[src/rtl/core/idi_pkg.sv]
`timescale 1ns / 1ps
package idi_pkg;

    localparam int NUM_W = 128;
    localparam int DEN_W = 72;
    localparam int Q_W   = 64;
    localparam int IT_W  = 8;
    localparam int D2_W  = 50;

    localparam logic [IT_W-1:0] W_ITERS = 8'd63;
    localparam logic [IT_W-1:0] F_ITERS = 8'd128;

    localparam logic OP_WRITE = 1'b0;
    localparam logic OP_QUERY = 1'b1;

    localparam logic CFG_ENTRIES = 1'b0;
    localparam logic CFG_HIT     = 1'b1;

    typedef struct packed {
        logic [23:0] x;
        logic [23:0] y;
        logic [23:0] z;
        logic [31:0] load;
    } t_entry;

    typedef struct packed {
        logic             start;
        logic [NUM_W-1:0] numer;
        logic [DEN_W-1:0] denom;
        logic [IT_W-1:0]  iters;
    } t_div_req;

    typedef enum logic [3:0] {
        S_IDLE,
        S_RD,
        S_SQ,
        S_SUM,
        S_DIVW,
        S_MUL0,
        S_MUL1,
        S_ACC,
        S_DIVF,
        S_OUT
    } t_state;

endpackage

[src/rtl/core/idi_div.sv]
`timescale 1ns / 1ps
module idi_div (
    input  logic              i_clk,
    input  logic              i_rst_n,
    input  idi_pkg::t_div_req i_req,
    output logic              o_busy,
    output logic              o_done,
    output logic [63:0]       o_quot
);
    import idi_pkg::*;

    logic             r_busy, n_busy;
    logic             r_done, n_done;
    logic [IT_W-1:0]  r_cnt, n_cnt;
    logic [DEN_W-1:0] r_rem, n_rem;
    logic [DEN_W-1:0] r_den, n_den;
    logic [NUM_W-1:0] r_num, n_num;
    logic [Q_W-1:0]   r_q, n_q;
    logic [DEN_W:0]   w_trial;
    logic [DEN_W:0]   w_diff;

    always_comb begin
        n_busy  = r_busy;
        n_done  = 1'b0;
        n_cnt   = r_cnt;
        n_rem   = r_rem;
        n_den   = r_den;
        n_num   = r_num;
        n_q     = r_q;
        w_trial = {r_rem, r_num[NUM_W-1]};
        w_diff  = w_trial - {1'b0, r_den};
        if (i_req.start) begin
            n_busy = 1'b1;
            n_cnt  = i_req.iters;
            n_rem  = '0;
            n_den  = i_req.denom;
            n_num  = i_req.numer;
            n_q    = '0;
        end else if (r_busy) begin
            n_num = {r_num[NUM_W-2:0], 1'b0};
            if (!w_diff[DEN_W]) begin
                n_rem = w_diff[DEN_W-1:0];
                n_q   = {r_q[Q_W-2:0], 1'b1};
            end else begin
                n_rem = w_trial[DEN_W-1:0];
                n_q   = {r_q[Q_W-2:0], 1'b0};
            end
            n_cnt = r_cnt - 1'b1;
            if (r_cnt == IT_W'(1)) begin
                n_busy = 1'b0;
                n_done = 1'b1;
            end
        end
    end

    always_ff @(posedge i_clk) begin
        if (!i_rst_n) begin
            r_busy <= 1'b0;
            r_done <= 1'b0;
            r_cnt  <= '0;
        end else begin
            r_busy <= n_busy;
            r_done <= n_done;
            r_cnt  <= n_cnt;
        end
    end

    always_ff @(posedge i_clk) begin
        r_rem <= n_rem;
        r_den <= n_den;
        r_num <= n_num;
        r_q   <= n_q;
    end

    assign o_busy = r_busy;
    assign o_done = r_done;
    assign o_quot = r_q;

    a_done_after_busy: assert property (@(posedge i_clk) disable iff (!i_rst_n)
        r_done |-> $past(r_busy)) else $error("done without busy");
    a_no_start_busy: assert property (@(posedge i_clk) disable iff (!i_rst_n)
        r_busy |-> !i_req.start) else $error("start while busy");
    a_busy_cnt: assert property (@(posedge i_clk) disable iff (!i_rst_n)
        r_busy |-> r_cnt != '0) else $error("busy with zero count");

endmodule

[config.mk]
export PLATFORM = sky130hd
export DESIGN_NAME = idi_div
export DESIGN_NICKNAME = d
export VERILOG_FILES = /design/src/rtl/core/idi_pkg.sv /design/src/rtl/core/idi_div.sv
export SDC_FILE = /design/constraint.sdc
export NUM_CORES = 1
export LEC_CHECK = 0
export BUFFER_PORTS_ARGS = -buffer_cell sky130_fd_sc_hd__buf_4
export CORE_MARGIN = 2
export CORE_UTILIZATION = 52
export CTS_CLUSTER_DIAMETER = 100
export DETAILED_ROUTE_END_ITERATION = 10
export GPL_ROUTABILITY_DRIVEN = 0
export GPL_TIMING_DRIVEN = 0
export PLACE_DENSITY_LB_ADDON = 0.12
export SLEW_MARGIN = 40
export SYNTH_ARGS = -nofsm -noshare
export SYNTH_HDL_FRONTEND = slang
export SYNTH_SLANG_ARGS = --single-unit
export TNS_END_PERCENT = 50
[constraint.sdc]
create_clock -name i_clk -period 3.9 [get_ports i_clk]
set_input_delay 0.78 -clock i_clk [delete_from_list [all_inputs] [get_ports i_clk]]
set_output_delay 0.78 -clock i_clk [all_outputs]
set_load 0.05 [all_outputs]
==> results of run 1 <==
logic make-up (layout without fill, tap and decap cells):
logic type | Yosys count | after routing | share of synthesized area
fa+ha+maj | 75 | 75 | 0.0521
flops | 346 | 346 | 0.492
simple gates | 394 | 394 | 0.0999
compound gates | 367 | 367 | 0.130
buf+inv | 205 | 564 | 0.0454
mux | 249 | 249 | 0.146
xor+xnor | 72 | 72 | 0.0347
metal layers:
layer  global-route usage  part of all wire
met4                0.103             0.032
met1                0.318              0.43
met3               0.0484             0.070
met2                0.401              0.47
met5                    0                 0
cell usage after synthesis, types with 18 or more instances:
| master | instances |
|---|---|
| nand4_1 | 40 |
| clkbuf_1 | 78 |
| nor3_1 | 18 |
| nand2_1 | 88 |
| xor2_1 | 25 |
| xnor2_1 | 47 |
| dfxtp_1 | 146 |
| a21oi_1 | 106 |
| o21bai_1 | 26 |
| ha_1 | 74 |
| mux2_2 | 128 |
| a211oi_1 | 53 |
| edfxtp_1 | 200 |
| inv_1 | 106 |
| mux2i_1 | 121 |
| nor2_1 | 174 |
| o21ai_0 | 70 |
| a21o_1 | 23 |
critical path: cells and delay by family (launching register included):
kind,cells,cell delay (ns)
buf+inv,3,0.37
xor+xnor,1,0.17
fa+ha+maj,2,0.54
compound gates,7,1.53
simple gates,2,0.68
flops,1,0.37
timing repair:
item,4_1_cts,5_1_grt
buffers inserted,4,3
hold buffers,0,0
pin swaps,5,13
resized for setup,19,29
setup endpoints to repair,72,71
where the power goes:
part           leakage, nW  total, mW  internal (mW)  switching (mW)
Clock                0.582       3.44           1.95            1.48
Sequential            3.18       4.28           4.17           0.112
Combinational         5.68       1.71          0.757           0.956
cell type report:
cell class | instances | area [µm²] | share of cell area
sequential | 346 | 8930 | 0.399
multi-input combinational | 1157 | 8590 | 0.384
buffer | 97 | 454 | 0.0203
timing repair buffer | 289 | 2250 | 0.100
clock inverter | 20 | 113 | 0.00503
clock buffer | 52 | 1080 | 0.0481
tap | 455 | 569 | 0.0254
inverter | 106 | 402 | 0.0179
stage by stage:
stage	instance area, µm²	setup TNS, ns	power (mW)	hold WS, ns
final	22400	0	9.43	0.392
after global routing	22400	-0.00803	9.85	0.374
after CTS	22200	0	9.48	0.367
after detailed placement	20900	-30.91	6.00	0.481
after global placement	20800	-310.14	5.95	0.472
after floorplan	18200	0	5.47	0.453
flip-flops by register name (all words and copies together) (netlist names):
name / count
r_cnt: 8
r_den: 72
r_rem: 72
o_quot: 64
r_num: 128
o_done: 1
o_busy: 1
cells in the final DEF (no fill, tap or decap), types with 6 or more instances in the layout:
cell	n
buf_4	284
edfxtp_1	200
nor2_1	174
dfxtp_1	146
mux2_2	128
mux2i_1	116
a21oi_1	105
inv_1	104
nand2_1	88
clkbuf_1	85
ha_1	73
o21ai_0	68
a211oi_1	49
xnor2_1	47
clkbuf_16	41
nand4_1	40
o21bai_1	26
xor2_1	25
a21o_1	23
nor3_1	18
o21a_1	17
and2_1	13
clkinv_1	10
buf_2	9
a31oi_1	9
nand3_1	9
nor2b_1	8
or3_1	7
or2_2	6
nand2b_1	6
clkinv_2	6
how the worst max path moves through the flow:
| stage | to | slack (ns) |
|---|---|---|
| finish | r_rem[66]$_SDFFE_PP0P_ | 0.1 |
| global route | r_rem[70]$_SDFFE_PP0P_ | -0.005 |
| CTS | r_rem[70]$_SDFFE_PP0P_ | 0.04 |
| detailed placement | r_rem[66]$_SDFFE_PP0P_ | -0.53 |
| global placement | r_num[36]$_DFFE_PP_ | -2.23 |
| floorplan | r_num[0]$_SDFFCE_PN0P_ | 0.05 |
==> impl_metrics.yaml, run 1 <==
floorplanning:
  core_region_area_mm2: 0.0345
  rows: 68
  start_util: 0.527
  die-area_mm2: 0.0364
  fp.dieW_um: 191
  ioPinCount: 277
  die_y_um: 191
clock_tree:
  clk_latency_ns: 0.56
  tritoncts: "built"
  numCtsBuffers: 39
  clkTransAtPathRegs_ns: 0.06
  cts_root_buffer: "clkbuf_16"
  cts_buffer_depth: 3
  numClockSinks: 346
  cts_max_level: 2
timing:
  slew_violations: 0
  finalSetupViolCount: 0
  worst_slack_ns: 0.0962
  hold_viol_final: 0
  max_slew_margin: 0.427
  finalCriticalPeriod_ns: 3.80
  skew_ns: 0.0236
  max_freq_mhz: 263
  tightest_slew_ns: 0.859
  finalCritPeriodShare: 0.975
finish:
  layoutNonFillerInstCount: 2522
  post-route-util: 0.650
  fill_cells: 2839
  antenna_cells: 0
  nNetsFinal: 2322
  syn_to_final_growth_pct: 23.3
  drive_gt1_frac: 0.256
worst_setup_path:
  cp.required_ns: 4.31
  cp.arrival_ns: 4.21
  start_kind: "flip-flop"
  cpMaxStageDelayCell: "nor4b_2"
  crit_chain: "inv_2 > ha_4 > inv_1 > fa_2 > a211oi_4 > o211ai_1 > a22oi_2 > buf_4 > o21ai_4 > a211oi_2 > nor3_1 > nor4b_2 > o21ai_0 > xnor2_1 > o22ai_1"
  endpoint_kind: "flip-flop"
  cp_max_fo: 4
  r2r-end: "r_rem[66]$_SDFFE_PP0P_"
  ff2ff_setup_slack_ns: 0.1
  critPathMaxStageDelay_ns: 0.53
  r2r-start: "r_num[127]$_DFFE_PP_"
  r2r_cells: 15
  crit_start: "r_num[127]$_DFFE_PP_"
  worst-setup-path-type: "reg2reg"
synthesis:
  synth_cell_types: 71
  synth_edf_count: 200
  synthesis.nets: 1994
  yosysSeqAreaShare: 0.492
  netlist_area_mm2: 0.0181
  yosysTopAreaCell: "edfxtp_1"
  synthArstFlopShare: 0
  synth_top_area_frac: 0.331
  ys_ff_latch: 346
  ys.flop_type: "edfxtp_1"
  avgSynthCellArea_um2: 10.6
  synth_cells: 1708
  synth.area.top_cells: "edfxtp_1 33%, dfxtp_1 16%, mux2_2 7.9%"
  ys_warn_count: 0
grt:
  grtUsageTotal: 0.245
  grt_max_degree: 74
  first_global_vias: 13600
  antenna_found_initial: 0
  grt_pass1_wl_um: 70500
  overflow: 0
routing:
  viasPerCell: 5.57
  routed_wl_um: 45700
  dr.first_iter.drc_count: 1117
  wl_per_cell_um: 18.1
  drc: 0
  first_pass_iters: 5
  vias: 14100
  ant_nets: 0
power:
  peakVddDrop_uv: 391
  p_per_area_mw_per_mm2: 421
  p_leak_nw: 9.44
min_path:
  worstHoldPathType: "in2reg"
  min-delay-start: "i_req[42]"
  whs_path_depth: 1
  hold-path-endpoint: "r_den[34]$_DFFE_PP_"
placement:
  dp.final_hpwl_um: 33600
  dp_cells: 2445
  dp_slack_ns: -0.533
  port_buffers: 276
run_status:
  status: "finished, final reports clean"
flow_run:
  maxCapViolCount: 0
Power figures use the tool's default switching activity.
==> run 2, diff against run 1 <==
--- a/config.mk
+++ b/config.mk
@@ -6,8 +6,10 @@
 export NUM_CORES = 1
 export LEC_CHECK = 0
 export BUFFER_PORTS_ARGS = -buffer_cell sky130_fd_sc_hd__buf_4
+export CELL_PAD_IN_SITES_DETAIL_PLACEMENT = 0
+export CELL_PAD_IN_SITES_GLOBAL_PLACEMENT = 1
 export CORE_MARGIN = 2
-export CORE_UTILIZATION = 52
+export CORE_UTILIZATION = 41
 export CTS_CLUSTER_DIAMETER = 100
 export DETAILED_ROUTE_END_ITERATION = 10
 export GPL_ROUTABILITY_DRIVEN = 0
==> impl_metrics.yaml, run 2 (same netlist as run 1, synthesis figures left out) <==
run_status:
  status: "finished, final reports clean"
worst_setup_path:
  worst-path-buf-inv: 3
  start_kind: "flip-flop"
  cp_max_fo: 4
  cp_top_family: "compound AO/OA/AOI/OAI gates"
  endpoint_kind: "flip-flop"
  crit_start: "r_num[127]$_DFFE_PP_"
  cpMaxStageDelayCell: "or3b_2"
  cp.required_ns: 4.38
  critPathMaxStageDelay_ns: 0.45
  worst-setup-path-type: "reg2reg"
  r2r-start: "r_num[127]$_DFFE_PP_"
  crit_chain: "inv_1 > ha_1 > inv_1 > fa_2 > a211oi_2 > o211ai_1 > a22oi_2 > buf_4 > o21ai_4 > a211oi_4 > a211oi_4 > a41o_1 > o21ai_0 > or3b_2 > a311oi_1"
  cp.arrival_ns: 4.26
min_path:
  min-delay-start: "i_req[79]"
  worstHoldPathType: "in2reg"
floorplanning:
  ioPinCount: 277
  start_util: 0.413
  rows: 77
  die_y_um: 214
  fp.dieW_um: 214
  die-area_mm2: 0.0460
  core_region_area_mm2: 0.0439
power:
  clock_power_share: 0.386
  seqPwrFrac: 0.439
  combPwrFrac: 0.176
  p_per_area_mw_per_mm2: 432
  peakVddDrop_uv: 354
  p_int_mw: 7.15
  p_sw_frac: 0.268
  p_leak_nw: 9.50
  p_sw_mw: 2.62
flow_run:
  maxCapViolCount: 0
finish:
  final_area_mm2: 0.0226
  final_common_cell: "buf_4"
  largest_reg_flops: 128
  most-common-layout-cells: "281 x buf_4, 200 x edfxtp_1, 174 x nor2_1"
  fill_cells: 4124
  top_register: "r_num"
  nNetsFinal: 2320
  register_area_mm2: 0.00893
  layoutNonFillerInstCount: 2658
  syn_to_final_growth_pct: 24.7
  drive_gt1_frac: 0.256
  multiInputGateArea_mm2: 0.00855
  reg_top3: "r_num x128, r_den x72, r_rem x72"
clock_tree:
  cts_root_buffer: "clkbuf_16"
  tritoncts: "built"
  numClockSinks: 346
  cts_buffer_depth: 3
  cts_max_level: 2
  clk_latency_ns: 0.57
  numCtsBuffers: 40
  clkTransAtPathRegs_ns: 0.06
timing:
  finalCriticalPeriod_ns: 3.78
  rsz0062_at_grt: "true"
  max_freq_mhz: 265
  hold_viol_final: 0
  slew_violations: 0
  max_slew_margin: 0.454
  finalCritPeriodShare: 0.969
  tightest_slew_ns: 0.812
  skew_ns: 0.0173
  finalSetupViolCount: 0
routing:
  wl_per_cell_um: 18.8
  viasPerCell: 5.21
  vias: 13800
  ant_nets: 0
  first_pass_iters: 5
  routed_wl_um: 50100
  drc: 0
  dr.first_iter.drc_count: 701
grt:
  grt_max_degree: 74
  grt_pass1_wl_um: 78700
  grtUsageTotal: 0.216
  first_global_vias: 14200
  antenna_found_initial: 5
  overflow: 0
placement:
  place_area_mm2: 0.0211
  dp_cells: 2581
  dp.final_hpwl_um: 37700
  port_buffers: 276
-- run 2: cell count changes in the layout (fill, tap and decap cells not counted), sizes merged --
| cell | before | now |
|---|---|---|
| clkbuf | 129 | 138 |
| bufinv | 0 | 2 |
| diode | 0 | 1 |
| buf | 309 | 306 |
| clkinv | 18 | 8 |
-- run 2: worst reg2reg max path, delay by kind of cell, from the launching register on --
family                   cells  cell delay (ns)
adder cells (fa/ha/maj)      2             0.54
buffers and inverters        3             0.34
flip-flops                   1             0.36
AND/OR/NAND/NOR              1             0.45
AO/OA/AOI/OAI                9             2.01
-- run 2: path summary, 6_finish.rpt --
path                            end  slack [ns]  cells after the start
min reg2reg  r_rem[12]$_SDFFE_PP0P_        0.49                      2
min             r_den[71]$_DFFE_PP_        0.38                      1
max reg2reg  r_rem[70]$_SDFFE_PP0P_        0.12                     15
max          r_rem[70]$_SDFFE_PP0P_        0.12                     15
-- run 2: timing repair --
action	CTS	global route
pin swaps	3	6
buffers inserted	2	3
resized for setup	17	13
endpoints found under the setup margin	72	72
hold buffers	0	0
hold endpoints to repair	0	0
-- run 2: through the flow --
stage	setup WS [ns]	hold slack, ns	setup TNS [ns]	power [mW]	utilization
floorplan	0.0473	0.453	0	5.47	-
global placement	-2.18	0.472	-304.14	6.00	0.477
detailed placement	-0.498	0.479	-45.18	6.03	0.481
CTS	0.0100	0.342	0	9.89	0.513
global route	-0.0208	0.357	-0.0322	10.2	0.515
finish	0.122	0.378	0	9.77	0.515
-- run 2: area by class of cell --
cell class                      instances  area share
Antenna cell                            1    0.000111
Buffer                                 97      0.0189
Clock buffer                           61      0.0519
Clock inverter                         12     0.00663
Inverter                              106      0.0177
Multi-Input combinational cell       1157       0.378
Sequential cell                       346       0.395
Tap cell                              592      0.0327
Timing Repair Buffer                  286      0.0995
-- run 2: routing by layer --
| metal | global-route usage | share of wire |
|---|---|---|
| met1 | 0.271 | 0.43 |
| met2 | 0.350 | 0.46 |
| met3 | 0.0715 | 0.080 |
| met4 | 0.0731 | 0.028 |
| met5 | 0 | 0.0012 |
-- run 2: power by group through the flow --
stage	Sequential, mW	Combinational [mW]	Clock, mW
4_1_cts	4.29	1.70	3.90
3_3_place_gp	4.36	1.63	0
3_5_place_dp	4.36	1.68	0
2_1_floorplan	4.32	1.14	0
5_1_grt	4.31	1.91	4.02
6_report	4.28	1.72	3.77
==> run 3, diff against run 2 <==
--- a/config.mk
+++ b/config.mk
@@ -15,6 +15,7 @@
 export GPL_ROUTABILITY_DRIVEN = 0
 export GPL_TIMING_DRIVEN = 0
 export PLACE_DENSITY_LB_ADDON = 0.12
+export REMOVE_ABC_BUFFERS = 1
 export SLEW_MARGIN = 40
 export SYNTH_ARGS = -nofsm -noshare
 export SYNTH_HDL_FRONTEND = slang
==> impl_metrics.yaml, run 3 (same netlist as run 1, synthesis figures left out) <==
grt:
  use_met3: 0.0797
  antenna_found_initial: 3
  grtUsageMet2: 0.315
  met1_usage: 0.249
  grt.busiest_layer: "met2"
  grt_pass1_wl_um: 73400
  first_global_vias: 13600
  grtUsageTotal: 0.198
  grt_max_degree: 84
  overflow: 0
power:
  total_power_mw: 9.88
  p_per_area_mw_per_mm2: 437
  peakVddDrop_uv: 331
  p_leak_nw: 9.53
worst_setup_path:
  worst-path-stages: 17
  worst-setup-path-type: "reg2reg"
  crit_chain: "inv_1 > ha_1 > inv_1 > fa_2 > a211oi_2 > o211ai_1 > a22oi_2 > buf_4 > o21ai_4 > a21oi_4 > o21ai_4 > nand4_1 > nand3_4 > buf_12 > bufbuf_16 > or3_1 > a311oi_2"
  cp_max_fo: 12
  worst-path-buf-inv: 5
  critPathMaxStageDelay_ns: 0.39
  endpoint_kind: "flip-flop"
  r2r_cells: 17
  cp.required_ns: 4.38
  cp_top_family: "compound AO/OA/AOI/OAI gates"
  cp.arrival_ns: 4.28
  start_kind: "flip-flop"
  cpMaxStageDelayCell: "or3_1"
clock_tree:
  tritoncts: "built"
  cts_root_buffer: "clkbuf_16"
  clk_latency_ns: 0.57
  cts_max_level: 2
  cts_buffer_depth: 3
  numCtsBuffers: 41
  clkTransAtPathRegs_ns: 0.06
  numClockSinks: 346
routing:
  first_pass_iters: 5
  viasPerCell: 5.20
  routed_wl_um: 45700
  dr.first_iter.drc_count: 597
  vias: 13400
  ant_nets: 0
  wl_per_cell_um: 17.7
  drc: 0
finish:
  nNetsFinal: 2242
  reg_top3: "r_num x128, r_den x72, r_rem x72"
  largest_reg_flops: 128
  layoutNonFillerInstCount: 2582
  most-common-layout-cells: "288 x buf_4, 200 x edfxtp_1, 173 x nor2_1"
  final_area_mm2: 0.0226
  syn_to_final_growth_pct: 24.5
  drive_gt1_frac: 0.270
  final_common_cell: "buf_4"
  top_register: "r_num"
floorplanning:
  core_region_area_mm2: 0.0439
  die_y_um: 214
  rows: 77
  ioPinCount: 277
  fp.dieW_um: 214
  start_util: 0.413
  die-area_mm2: 0.0460
timing:
  finalCriticalPeriod_ns: 3.80
  tightest_slew_ns: 0.829
  tns_ns: 0
  holdWs_ns: 0.386
  skew_ns: 0.0177
  rsz0062_at_grt: "true"
  max_slew_margin: 0.442
  max_freq_mhz: 263
  finalSetupViolCount: 0
  slew_violations: 0
  finalCritPeriodShare: 0.974
  hold_viol_final: 0
placement:
  port_buffers: 276
  dp_cells: 2489
  dp.final_hpwl_um: 32700
  place_area_mm2: 0.0209
run_status:
  status: "finished, final reports clean"
min_path:
  worstHoldPathType: "in2reg"
  whs_path_depth: 1
flow_run:
  maxCapViolCount: 0
## run 3: changes by cell type in the layout (fill, tap and decap cells not counted), moves of 3 or more
cell      previous run  this run
buf_12               0         4
buf_16               5         8
clkbuf_1            88         7
buf_2               11         0
buf_4              281       288
buf_6                7         0
## run 3: repair_timing
| item | in CTS | in global routing |
|---|---|---|
| resized for setup | 21 | 12 |
| hold buffers | 0 | 0 |
| endpoints found under the setup margin | 72 | 55 |
| gates cloned | 3 | 0 |
| buffers inserted | 7 | 6 |
| pin swaps | 6 | 8 |
## run 3: final cells by class
cell class	count	area, µm²
fill	4121	21300
sequential	346	8930
multi-input combinational	1158	8580
timing repair buffer	303	2540
clock buffer	58	1200
tap	592	741
inverter	106	405
clock inverter	18	195
antenna	1	2.50
## run 3: worst register-to-register path: cells and delay by family (launching register included)
family / cells / cell delay, ns
buffers and inverters: 5 / 0.75
DFF: 1 / 0.35
AOI/OAI and AO/OA: 7 / 1.39
adders and majority gates: 2 / 0.53
and+or+nand+nor: 3 / 0.70
## run 3: stage by stage
stage | setup WS (ns) | util
2_1_floorplan | -5.33 | -
3_3_place_gp | -10.60 | 0.467
3_5_place_dp | -0.935 | 0.475
4_1_cts | -0.0439 | 0.512
5_1_grt | -0.0513 | 0.514
6_report | 0.0997 | 0.514
## run 3: path summary, 6_finish.rpt
kind,endpoint,start,slack [ns]
worst max-delay path,r_rem[3]$_SDFFE_PP0P_,r_num[127]$_DFFE_PP_,0.1
worst min-delay path,r_den[19]$_DFFE_PP_,i_req[27],0.39
worst max register to register,r_rem[3]$_SDFFE_PP0P_,r_num[127]$_DFFE_PP_,0.1
worst min register to register,r_rem[10]$_SDFFE_PP0P_,r_rem[10]$_SDFFE_PP0P_,0.48
## run 3: per-layer routing
| metal | routed length [µm] | share of wire |
|---|---|---|
| met1 | 19900 | 0.44 |
| met2 | 20900 | 0.46 |
| met3 | 3930 | 0.086 |
| met4 | 936 | 0.020 |
| met5 | 26 | 0.00057 |
## run 3: report_power, final
part / internal [mW] / switching [mW]
clock: 2.36 / 1.56
combinational: 0.771 / 0.903
sequential: 4.17 / 0.115
